### src/hdl/lfsr_trace_message_checker_core_macros.svh
// assertion macros used by the checker back end (ltmc_back)
`ifndef LFSR_TRACE_MESSAGE_CHECKER_CORE_MACROS_SVH
`define LFSR_TRACE_MESSAGE_CHECKER_CORE_MACROS_SVH

// same-cycle implication
`define LTMC_ASSERT_NOW(label, clk, rst_n, ante, cons) \
  label: assert property (@(posedge clk) disable iff (!rst_n) (ante) |-> (cons)) \
    else $error("ltmc assertion failed");

// next-cycle implication
`define LTMC_ASSERT_NEXT(label, clk, rst_n, ante, cons) \
  label: assert property (@(posedge clk) disable iff (!rst_n) (ante) |=> (cons)) \
    else $error("ltmc assertion failed");

`endif

### src/hdl/ltmc_pkg.sv
`default_nettype none
package ltmc_pkg;

  localparam logic [31:0] LFSR_TAPS   = 32'h1090_4081;
  localparam logic [31:0] SEED_RESET  = 32'hFF00_FF00;
  localparam logic [7:0]  LIMIT_RESET = 8'd10;
  localparam logic [8:0]  ERR_MAX     = 9'd256;

  localparam logic [2:0]  POS_FIRST = 3'd0;
  localparam logic [2:0]  POS_LAST  = 3'd4;

  localparam int unsigned QUEUE_DEPTH_DEF = 2;

  localparam int unsigned CFG_IDX_W  = 1;
  localparam int unsigned CFG_DATA_W = 32;
  localparam logic [CFG_IDX_W-1:0] CFG_IDX_SEED  = 1'b0;
  localparam logic [CFG_IDX_W-1:0] CFG_IDX_LIMIT = 1'b1;

  typedef struct packed {
    logic [7:0]  channel;
    logic [31:0] payload;
  } msg_t;

  typedef struct packed {
    logic [31:0] message_index;
    logic        mismatch;
    logic [7:0]  received_channel;
    logic [31:0] received_payload;
    logic [7:0]  expected_channel;
    logic [31:0] expected_payload;
    logic [8:0]  error_total;
    logic        halted;
  } result_t;

  function automatic logic [31:0] lfsr_next(input logic [31:0] v);
    return {v[30:0], 1'b0} ^ (v[31] ? LFSR_TAPS : 32'h0);
  endfunction

endpackage
`default_nettype wire

### src/hdl/ltmc_front.sv
`default_nettype none
module ltmc_front (
  input  wire               clk,
  input  wire               rst_n,
  input  wire               in_valid,
  output logic              in_ready,
  input  wire  [7:0]        in_data_byte,
  output logic              push_valid,
  input  wire               push_ready,
  output ltmc_pkg::msg_t    push_msg
);
  import ltmc_pkg::*;

  logic [2:0]  pos_r, pos_nxt;
  logic [7:0]  chan_r, chan_nxt;
  logic [23:0] buf_r, buf_nxt;
  logic        accept;

  assign in_ready         = (pos_r != POS_LAST) || push_ready;
  assign push_valid       = in_valid && (pos_r == POS_LAST);
  assign push_msg.channel = chan_r;
  assign push_msg.payload = {in_data_byte, buf_r};
  assign accept           = in_valid && in_ready;

  always_comb begin
    pos_nxt  = pos_r;
    chan_nxt = chan_r;
    buf_nxt  = buf_r;
    if (accept) begin
      unique case (pos_r)
        3'd0: begin
          chan_nxt = in_data_byte;
          pos_nxt  = 3'd1;
        end
        3'd1: begin
          buf_nxt[7:0] = in_data_byte;
          pos_nxt      = 3'd2;
        end
        3'd2: begin
          buf_nxt[15:8] = in_data_byte;
          pos_nxt       = 3'd3;
        end
        3'd3: begin
          buf_nxt[23:16] = in_data_byte;
          pos_nxt        = POS_LAST;
        end
        default: begin
          pos_nxt = POS_FIRST;
        end
      endcase
    end
  end

  always_ff @(posedge clk) begin
    if (!rst_n) begin
      pos_r <= POS_FIRST;
    end else begin
      pos_r <= pos_nxt;
    end
  end

  always_ff @(posedge clk) begin
    chan_r <= chan_nxt;
    buf_r  <= buf_nxt;
  end

endmodule
`default_nettype wire

### src/hdl/ltmc_queue.sv
`default_nettype none
module ltmc_queue #(
  parameter int unsigned DEPTH = ltmc_pkg::QUEUE_DEPTH_DEF
) (
  input  wire               clk,
  input  wire               rst_n,
  input  wire               push_valid,
  output logic              push_ready,
  input  ltmc_pkg::msg_t    push_msg,
  output logic              pop_valid,
  input  wire               pop_ready,
  output ltmc_pkg::msg_t    pop_msg
);
  import ltmc_pkg::*;

  localparam int unsigned PTR_W = $clog2(DEPTH);
  localparam int unsigned CNT_W = $clog2(DEPTH + 1);
  localparam logic [PTR_W-1:0] PTR_LAST = PTR_W'(DEPTH - 1);
  localparam logic [CNT_W-1:0] CNT_FULL = CNT_W'(DEPTH);

  msg_t             mem_r [DEPTH];
  logic [PTR_W-1:0] wr_ptr_r, wr_ptr_nxt;
  logic [PTR_W-1:0] rd_ptr_r, rd_ptr_nxt;
  logic [CNT_W-1:0] count_r, count_nxt;
  logic             do_push, do_pop;

  assign push_ready = (count_r != CNT_FULL);
  assign pop_valid  = (count_r != '0);
  assign pop_msg    = mem_r[rd_ptr_r];
  assign do_push    = push_valid && push_ready;
  assign do_pop     = pop_valid && pop_ready;

  always_comb begin
    wr_ptr_nxt = wr_ptr_r;
    rd_ptr_nxt = rd_ptr_r;
    count_nxt  = count_r;
    if (do_push) begin
      wr_ptr_nxt = (wr_ptr_r == PTR_LAST) ? '0 : wr_ptr_r + 1'b1;
    end
    if (do_pop) begin
      rd_ptr_nxt = (rd_ptr_r == PTR_LAST) ? '0 : rd_ptr_r + 1'b1;
    end
    if (do_push && !do_pop) begin
      count_nxt = count_r + 1'b1;
    end else if (do_pop && !do_push) begin
      count_nxt = count_r - 1'b1;
    end
  end

  always_ff @(posedge clk) begin
    if (!rst_n) begin
      wr_ptr_r <= '0;
      rd_ptr_r <= '0;
      count_r  <= '0;
    end else begin
      wr_ptr_r <= wr_ptr_nxt;
      rd_ptr_r <= rd_ptr_nxt;
      count_r  <= count_nxt;
    end
  end

  always_ff @(posedge clk) begin
    if (do_push) begin
      mem_r[wr_ptr_r] <= push_msg;
    end
  end

endmodule
`default_nettype wire

### src/hdl/ltmc_back.sv
`default_nettype none
`include "lfsr_trace_message_checker_core_macros.svh"
module ltmc_back (
  input  wire                                  clk,
  input  wire                                  rst_n,
  input  wire                                  in_take,
  input  wire                                  pop_valid,
  output logic                                 pop_ready,
  input  ltmc_pkg::msg_t                       pop_msg,
  input  wire                                  cfg_we,
  input  wire  [ltmc_pkg::CFG_IDX_W-1:0]       cfg_index,
  input  wire  [ltmc_pkg::CFG_DATA_W-1:0]      cfg_data,
  output logic                                 out_valid,
  input  wire                                  out_ready,
  output ltmc_pkg::result_t                    out_res
);
  import ltmc_pkg::*;

  logic [31:0] gen_r, gen_nxt;
  logic [7:0]  exp_chan_r, exp_chan_nxt;
  logic [31:0] cnt_r, cnt_nxt;
  logic [8:0]  err_r, err_nxt;
  logic [7:0]  limit_r, limit_nxt;
  logic        stopped_r, stopped_nxt;
  logic        out_valid_r, out_valid_nxt;
  result_t     res_r, res_nxt;

  logic        over, drop, take, check, group_start, bad, halt_now;
  logic [31:0] g1, g2;
  logic [7:0]  exp_chan;
  logic [8:0]  err_inc;

  assign over      = err_r > {1'b0, limit_r};
  assign drop      = stopped_r || over;
  assign pop_ready = drop || !out_valid_r || out_ready;
  assign take      = pop_valid && pop_ready;
  assign check     = take && !drop;
  assign out_valid = out_valid_r;
  assign out_res   = res_r;

  always_comb begin
    group_start = (cnt_r[1:0] == 2'b00);
    g1          = group_start ? lfsr_next(gen_r) : gen_r;
    exp_chan    = group_start ? g1[7:0] : exp_chan_r;
    g2          = lfsr_next(g1);
    bad         = (pop_msg.channel != exp_chan) || (pop_msg.payload != g2);
    err_inc     = err_r + {8'd0, bad};
    halt_now    = bad && (err_inc > {1'b0, limit_r});
  end

  always_comb begin
    gen_nxt       = gen_r;
    exp_chan_nxt  = exp_chan_r;
    cnt_nxt       = cnt_r;
    err_nxt       = err_r;
    limit_nxt     = limit_r;
    stopped_nxt   = stopped_r;
    out_valid_nxt = out_valid_r;
    res_nxt       = res_r;
    // any byte taken while over the limit halts, even inside a partial message
    if ((take && drop) || (in_take && over)) begin
      stopped_nxt = 1'b1;
    end
    if (check) begin
      gen_nxt       = g2;
      exp_chan_nxt  = exp_chan;
      cnt_nxt       = cnt_r + 32'd1;
      err_nxt       = err_inc;
      stopped_nxt   = stopped_r || halt_now;
      out_valid_nxt = 1'b1;
      res_nxt.message_index    = cnt_r + 32'd1;
      res_nxt.mismatch         = bad;
      res_nxt.received_channel = pop_msg.channel;
      res_nxt.received_payload = pop_msg.payload;
      res_nxt.expected_channel = exp_chan;
      res_nxt.expected_payload = g2;
      res_nxt.error_total      = err_inc;
      res_nxt.halted           = halt_now;
    end else if (out_ready) begin
      out_valid_nxt = 1'b0;
    end
    if (cfg_we) begin
      if (cfg_index == CFG_IDX_SEED) begin
        gen_nxt = cfg_data[31:0];
      end else if (cfg_index == CFG_IDX_LIMIT) begin
        limit_nxt = cfg_data[7:0];
      end
    end
  end

  always_ff @(posedge clk) begin
    if (!rst_n) begin
      gen_r       <= SEED_RESET;
      exp_chan_r  <= '0;
      cnt_r       <= '0;
      err_r       <= '0;
      limit_r     <= LIMIT_RESET;
      stopped_r   <= 1'b0;
      out_valid_r <= 1'b0;
    end else begin
      gen_r       <= gen_nxt;
      exp_chan_r  <= exp_chan_nxt;
      cnt_r       <= cnt_nxt;
      err_r       <= err_nxt;
      limit_r     <= limit_nxt;
      stopped_r   <= stopped_nxt;
      out_valid_r <= out_valid_nxt;
    end
  end

  always_ff @(posedge clk) begin
    res_r <= res_nxt;
  end

  // a halting result always carries an error
  `LTMC_ASSERT_NOW(a_halt_needs_mismatch, clk, rst_n, out_valid_r && res_r.halted, res_r.mismatch)
  // once stopped, no further result is produced
  `LTMC_ASSERT_NEXT(a_no_result_after_stop, clk, rst_n, stopped_r && !out_valid_r, !out_valid_r)
  // error count bounded by the largest limit plus one
  `LTMC_ASSERT_NOW(a_err_bounded, clk, rst_n, 1'b1, err_r <= ERR_MAX)

endmodule
`default_nettype wire

### src/hdl/lfsr_trace_message_checker_core.sv
`default_nettype none
// Byte-stream checker for 5-byte trace messages (channel byte, then a 32-bit
// little-endian payload) against a 32-bit Galois LFSR with taps 0x10904081.
// One byte is taken per clock unless the queue is full when a message's last
// byte arrives. The edge accepting that byte writes the message into the
// queue; once the output register is free or read, a later edge pops it through
// the checker into that register. The front assembler, queue and checker each
// stall independently, so an unread result does not block incoming bytes until
// the queue fills. Writing lfsr_seed reloads the generator; writes are expected
// only while no transaction is in flight. Once the error count exceeds
// error_limit (also when the limit is lowered below it and a byte follows),
// bytes are still accepted but discarded, and no results are produced until
// reset.
module lfsr_trace_message_checker_core #(
  parameter int unsigned QUEUE_DEPTH = ltmc_pkg::QUEUE_DEPTH_DEF
) (
  input  wire                               clk,
  input  wire                               rst_n,
  input  wire                               in_valid,
  output logic                              in_ready,
  input  wire  [7:0]                        in_data_byte,
  output logic                              out_valid,
  input  wire                               out_ready,
  output logic [31:0]                       out_message_index,
  output logic                              out_mismatch,
  output logic [7:0]                        out_received_channel,
  output logic [31:0]                       out_received_payload,
  output logic [7:0]                        out_expected_channel,
  output logic [31:0]                       out_expected_payload,
  output logic [8:0]                        out_error_total,
  output logic                              out_halted,
  input  wire                               cfg_we,
  input  wire  [ltmc_pkg::CFG_IDX_W-1:0]    cfg_index,
  input  wire  [ltmc_pkg::CFG_DATA_W-1:0]   cfg_data
);
  import ltmc_pkg::*;

  logic    push_valid, push_ready;
  msg_t    push_msg;
  logic    pop_valid, pop_ready;
  msg_t    pop_msg;
  result_t res;
  logic    in_take;

  assign in_take = in_valid && in_ready;

  ltmc_front u_front (
    .clk          (clk),
    .rst_n        (rst_n),
    .in_valid     (in_valid),
    .in_ready     (in_ready),
    .in_data_byte (in_data_byte),
    .push_valid   (push_valid),
    .push_ready   (push_ready),
    .push_msg     (push_msg)
  );

  ltmc_queue #(
    .DEPTH (QUEUE_DEPTH)
  ) u_queue (
    .clk        (clk),
    .rst_n      (rst_n),
    .push_valid (push_valid),
    .push_ready (push_ready),
    .push_msg   (push_msg),
    .pop_valid  (pop_valid),
    .pop_ready  (pop_ready),
    .pop_msg    (pop_msg)
  );

  ltmc_back u_back (
    .clk       (clk),
    .rst_n     (rst_n),
    .in_take   (in_take),
    .pop_valid (pop_valid),
    .pop_ready (pop_ready),
    .pop_msg   (pop_msg),
    .cfg_we    (cfg_we),
    .cfg_index (cfg_index),
    .cfg_data  (cfg_data),
    .out_valid (out_valid),
    .out_ready (out_ready),
    .out_res   (res)
  );

  assign out_message_index    = res.message_index;
  assign out_mismatch         = res.mismatch;
  assign out_received_channel = res.received_channel;
  assign out_received_payload = res.received_payload;
  assign out_expected_channel = res.expected_channel;
  assign out_expected_payload = res.expected_payload;
  assign out_error_total      = res.error_total;
  assign out_halted           = res.halted;

endmodule
`default_nettype wire

### config.mk
export PLATFORM = sky130hd
export DESIGN_NAME = lfsr_trace_message_checker_core
export DESIGN_NICKNAME = d
export VERILOG_FILES = /design/src/hdl/ltmc_pkg.sv /design/src/hdl/ltmc_front.sv /design/src/hdl/ltmc_queue.sv /design/src/hdl/ltmc_back.sv /design/src/hdl/lfsr_trace_message_checker_core.sv
export VERILOG_INCLUDE_DIRS = /design/src /design/src/hdl
export SDC_FILE = /design/constraint.sdc
export NUM_CORES = 1
export LEC_CHECK = 0
export ABC_AREA = 1
export ABC_CLOCK_PERIOD_IN_PS = 11600
export BUFFER_PORTS_ARGS = -buffer_cell sky130_fd_sc_hd__buf_2
export CORE_AREA = 2 2 142 179
export CTS_CLUSTER_SIZE = 40
export DETAILED_ROUTE_END_ITERATION = 10
export DIE_AREA = 0 0 144 181
export PLACE_DENSITY = 0.84
export SLEW_MARGIN = 30
export SYNTH_ARGS = -nofsm -noshare
export SYNTH_HDL_FRONTEND = slang
export SYNTH_SLANG_ARGS = --single-unit
### constraint.sdc
create_clock -name clk -period 11.6 [get_ports clk]
set_input_delay 0 -clock clk [delete_from_list [all_inputs] [get_ports clk]]
set_output_delay 0 -clock clk [all_outputs]
set_load 0.1 [all_outputs]
==> results.md, run 1 <==
* HPWL after DPL at 28100 µm
* Core area at 24300 µm²
* Die width at 144 µm
* Final setup fails at 0
* DRT Pass-1 Iters at 7
* Clock Sinks at 334
* Number of global-route vias before repair at 12040
* Routability cong. at 0.986
* Layout Area Growth over Synthesis at 16.5%
* DRT Wirelength at 42300 µm
* Main synth FF type: edfxtp_1
* Row cnt at 64
* Asr flop ratio synth at 0%
* Crit end category: flop
* Measured slew at the worst slew-check pin at 0.980 ns
* Crit Path Max Fanout at 73
* RSZ-0062 raised after global routing: false
* Count of max-cap constraint violations at 0
* Crit share post-route at 43.4%
* First-pass GRT wire length at 63700 µm
* Tmin final at 5.04 ns
* DIE AREA at 26100 µm²
* CTS Hold Bufs at 46
* CP Data Arrival Time at 5.37 ns
* Clk_skew at 0.0162 ns
* Layout cells sized above 1 at 13.3%
* Status: complete, no violations
* Setup CP Type: flop to flop
* Post-route ant nets at 0
* Post-Syn Area at 15200 µm²
* Hold_sp: cfg_we
* Worst hold slack at 0.00697 ns
* Initial Util at 62.5%
* Root Driver: clkbuf_16
* WL per Instance at 19.0 µm
* Syn Nets at 1744
* Setup TNS Final at 0 ns
* TritonCTS Buffers at 31
* Seq/Total Area, Yosys at 59.6%
* Setup crit start: u_back.cnt_r[0]
* Clock latency on the worst-skew pair at 0.57 ns
* Ports at 171
* Fill count at 1701
* CTS H-tree depth at 1
* Largest net degree at the start of global routing at 84
* Largest buffer count on any clock path at 3
* CTS tree: built
* FMAX at 0.198 GHz
* Vias/cell at 5.62
* Total track usage at 32.0%
* Reg2Reg Launch Point: u_back.cnt_r[0]
* YS warnings at 0
* Antenna violations before repair at 0
* Vias at 12519
* Die Ht at 181 µm
* Final hold vios at 0
* Initial DRC count at 1308
* Post_cts resized at 0
* Gate Count Post-Synth at 1676
* Nets@finish at 1940
* CP Launch Type: flop
* Unique masters post-synth at 37
* Max_slew headroom at 34.0%
* # DRC at 0
* Reg clk slew, reported paths at 0.07 ns
* Pins Over Slew Limit at 0
* Critical Path RT at 11.93 ns
* Grt ovf at 0
* Setup bufs post-CTS at 0
* I/O Buffers at 170
* Syn Area/Cell at 9.05 µm²
* Yosys reg bits at 334
* EDFF count, synth at 235
* Worst min path class: input pin to flop
worst max-delay path: stages (launching register included):
cell,delay [ns]
dfxtp_1,0.34
inv_1,0.14
ha_2,0.19
buf_4,0.55
inv_2,0.45
nor2_1,0.27
nor2_1,0.12
nand2_1,0.09
nand2_1,0.06
nor2_1,0.14
nand2_1,0.07
nor2_1,0.10
nand2_1,0.05
nor2_1,0.14
nand3_2,0.17
ha_1,0.27
ha_1,0.21
nand3_1,0.12
nor2_1,0.08
nand2_1,0.07
xor2_1,0.14
inv_1,0.09
ha_1,0.29
nand2_1,0.08
o41ai_1,0.34
nand2_1,0.09
nand2_1,0.09
inv_1,0.04
per-stage QoR:
stage / cell area, µm² / setup slack (ns) / util (%) / instances
global placement: 16200 / 6.88 / 66.8 / 2123
global route: 17700 / 6.28 / 72.8 / 2227
detailed placement: 16200 / 6.74 / 66.8 / 2123
CTS: 17700 / 6.69 / 72.8 / 2227
finish: 17700 / 6.56 / 72.8 / 2228
floorplan: 15200 / 7.92 / - / 1676
synth_stat cells, types with 4 or more instances:
library cell	count	area share, %
nand2_1	573	14
edfxtp_1	235	47
inv_1	207	5.1
nor2_1	115	2.8
o21ai_0	100	3.3
dfxtp_1	99	13
a21oi_1	66	2.2
nand3_1	56	1.8
xor2_1	35	2.0
nand4_1	30	1.2
buf_2	27	0.89
clkbuf_1	25	0.62
ha_1	22	1.8
o21bai_1	14	0.69
nor3_1	11	0.36
buf_6	8	0.59
nor4_1	7	0.29
o21ai_1	5	0.16
nand3_2	4	0.26
nand3b_1	4	0.20
xnor2_1	4	0.23
flip-flops by register name, summed over array words and instances, names as in the netlist, named ones only:
name / cells
u_back.cnt_r: 32
u_back.err_r: 9
u_back.exp_chan_r: 8
u_back.gen_r: 32
u_back.limit_r: 8
u_back.out_res: 123
u_back.out_valid: 1
u_back.stopped_r: 1
u_front.buf_r: 24
u_front.chan_r: 8
u_front.pos_r: 3
u_queue.count_r: 2
u_queue.mem_r: 80
u_queue.rd_ptr_r: 1
u_queue.wr_ptr_r: 1
layout by cell type, fill, tap and decap left out, types with 3 or more instances in the layout:
master / count
clkinv_1: 7
nand4_1: 30
nor4_1: 7
clkbuf_1: 7
nor3_1: 11
nor2_1: 113
buf_4: 12
o21bai_1: 14
o21ai_0: 100
edfxtp_1: 235
nand3_2: 3
inv_1: 207
xnor2_1: 4
nand3_1: 56
buf_2: 170
nand3b_1: 4
ha_1: 21
xor2_1: 35
o21ai_1: 5
dfxtp_1: 98
clkinvlp_4: 3
clkinv_2: 5
a21oi_1: 66
clkbuf_16: 31
dlygate4sd3_1: 46
bufinv_16: 3
nand2_1: 573
worst paths after layout:
path / to / slack, ns / cells after the start
worst max register to register: u_back.out_res[0] / 6.56 / 27
worst max-delay path: u_back.out_res[0] / 6.56 / 27
worst min-delay path: u_back.gen_r[8] / 0.007 / 4
worst min register to register: u_queue.mem_r[0][37] / 0.44 / 0
logic make-up (layout without fill, tap and decap cells):
kind of cell,Yosys count,count (layout),share of synthesized area [%]
buffers and inverters,278,499,7.57
AO/OA/AOI/OAI,191,191,6.70
adder cells (fa/ha/maj),22,22,1.81
AND/OR/NAND/NOR,811,811,22.0
XOR/XNOR,40,40,2.36
other,0,1,0
flip-flops,334,334,59.6
metal layers:
layer,GRT usage (%),part of all wire (%),up-vias
met5,0,0,-
met2,54.1,49,703
li1,-,-,5820
met3,5.27,8.3,178
met1,37.3,35,5818
met4,20.7,7.5,0
layout make-up:
class	instances	area, µm²	share of cell area, %
Clock inverter	18	179	1.01
Timing Repair Buffer	228	1400	7.93
Sequential cell	334	9040	51.1
Inverter	213	805	4.55
Multi-Input combinational cell	1064	5010	28.3
Clock buffer	40	830	4.69
Tap cell	330	413	2.34
Antenna cell	1	2.50	0.0142
Power of run 1 is left out: the tool's default activity adds up to more than one toggle a clock period on the data nets, which glitch-free logic cannot reach.
==> inputs of run 2 (changes only) <==
- ABC_CLOCK_PERIOD_IN_PS: 11600 -> 4900
- CORE_AREA: 2 2 142 179 -> 2 2 147 185
- DIE_AREA: 0 0 144 181 -> 0 0 149 187
- PLACE_DENSITY: 0.84 -> 0.79
- clock period: 11.6 -> 4.9 ns (I/O delays scaled with it)
==> run 2 against run 1 <==
Net effect:
- final area increased by 0.23%
- utilization decreased by 5.5 points
- setup slack got worse by 6.1 ns
- die area increased by 6.9%
==> results.md, run 2 (synthesis results as in run 1) <==
* # DRC at 0
* Measured slew at the worst slew-check pin at 1.03 ns
* Clock latency on the worst-skew pair at 0.57 ns
* Crit Path Max Fanout at 29
* Commonest cells after routing, fill and taps aside: nand2_1 (573), edfxtp_1 (235), inv_1 (207), buf_2 (170), nor2_1 (113)
* Die Ht at 187 µm
* DRT met1 WL at 15400 µm
* Post-route ant nets at 0
* WL per Instance at 18.6 µm
* Crit share post-route at 91.2%
* Count of max-cap constraint violations at 0
* Pins Over Slew Limit at 0
* Multi-input logic area at 5010 µm²
* Largest net degree at the start of global routing at 111
* Ports at 171
* Most common cell after layout, fill and taps aside: nand2_1
* CP Launch Type: flop
* Initial DRC count at 1042
* Final hold vios at 0
* RSZ-0062 raised after global routing: false
* Clk_skew at 0.0128 ns
* DRT Pass-1 Iters at 7
* Antenna violations before repair at 0
* Max FFs per register at 123
* Layout cells sized above 1 at 13.2%
* CTS H-tree depth at 1
* Met2 WL at 21400 µm
* Critical Path RT at 5.23 ns
* Max layer used: met4
* HPWL after DPL at 28600 µm
* Clock Sinks at 334
* Row cnt at 67
* Number of global-route vias before repair at 11964
* Max_slew headroom at 31.2%
* Tmin final at 4.47 ns
* Setup bufs post-CTS at 0
* Core area at 26300 µm²
* I/O Buffers at 170
* Routability cong. at 0.939
* FF+latch area at 9040 µm²
* CP Data Arrival Time at 4.80 ns
* Setup TNS Final at 0 ns
* Fill count at 2101
* Total track usage at 29.7%
* Status: complete, no violations
* First-pass GRT wire length at 63800 µm
* Diodes inserted at 0
* Root Driver: clkbuf_16
* Routed wl met3 at 2800 µm
* FMAX at 0.224 GHz
* Grt ovf at 0
* Setup CP Type: flop to flop
* Crit end category: flop
* DIE AREA at 27900 µm²
* CTS tree: built
* Final setup fails at 0
* Initial Util at 57.6%
* DRT Wirelength at 41900 µm
* Largest buffer count on any clock path at 3
* TritonCTS Buffers at 31
* Die width at 149 µm
* Reg clk slew, reported paths at 0.07 ns
* Layout Area Growth over Synthesis at 16.8%
* CTS Hold Bufs at 48
* Nets@finish at 1950
* Worst min path class: input pin to flop
* Vias/cell at 5.46
* Vias at 12294
* Post_cts resized at 0
==> run 2: cell count changes in the layout (fill, tap and decap cells not counted) <==
cell	before	now
clkinv_8	0	1
clkinv_4	2	0
bufinv_16	3	1
clkinv_1	7	12
dlygate4sd3_1	46	48
buf_12	0	2
diode_2	1	0
buf_6	0	1
clkbuf_1	7	9
clkinvlp_4	3	0
clkbuf_8	2	0
buf_4	12	17
==> run 2: worst max-delay path, cell delays in order, from the launching register on <==
cell	delay, ns
dfxtp_1	0.37
inv_1	0.11
ha_2	0.22
inv_2	0.43
nor2_1	0.15
nor2_1	0.23
nand2_1	0.07
nand2_1	0.10
nand2_1	0.05
nor2_1	0.13
nand3_1	0.09
nor2_1	0.19
nand3_2	0.18
ha_1	0.25
ha_1	0.21
nand3_1	0.12
nor2_1	0.08
nand2_1	0.07
xor2_1	0.14
inv_1	0.08
ha_1	0.29
nand2_1	0.07
o41ai_1	0.34
nand2_1	0.09
nand2_1	0.10
inv_1	0.05
==> run 2: layout make-up <==
type	instances	area share, %
Inverter	213	4.54
Sequential cell	334	51.0
Multi-Input combinational cell	1064	28.3
Clock inverter	17	0.643
Clock buffer	40	4.57
Timing Repair Buffer	238	8.52
Tap cell	345	2.44
==> run 2: path summary, 6_finish.rpt <==
path / startpoint / to / slack [ns] / cells after the start
worst max-delay path: u_back.cnt_r[0] / u_back.out_res[0] / 0.43 / 25
worst min-delay path: cfg_we / u_back.gen_r[13] / 0.02 / 4
worst max register to register: u_back.cnt_r[0] / u_back.out_res[0] / 0.43 / 25
worst min register to register: u_front.buf_r[17] / u_queue.mem_r[0][17] / 0.45 / 0
==> run 2: stage by stage <==
stage | hold WS [ns] | instance area [µm²] | utilization, % | worst slack [ns] | std cells
after floorplan | 0.0989 | 15200 | - | 1.22 | 1676
after CTS | 0.000648 | 17700 | 67.3 | 0.509 | 2251
final | 0.0245 | 17700 | 67.3 | 0.433 | 2251
after detailed placement | 0.273 | 16300 | 62.0 | 0.513 | 2146
after global routing | 0.0579 | 17700 | 67.3 | 0.0885 | 2251
after global placement | 0.261 | 16300 | 62.0 | 0.601 | 2146
==> run 2: layer usage <==
metal / vias up / global-route usage, %
li1: 5838 / -
met1: 5761 / 35.5
met5: - / 0
met4: 0 / 15.2
met3: 123 / 3.51
met2: 572 / 52.5
Power of run 2 is left out for the same reason.
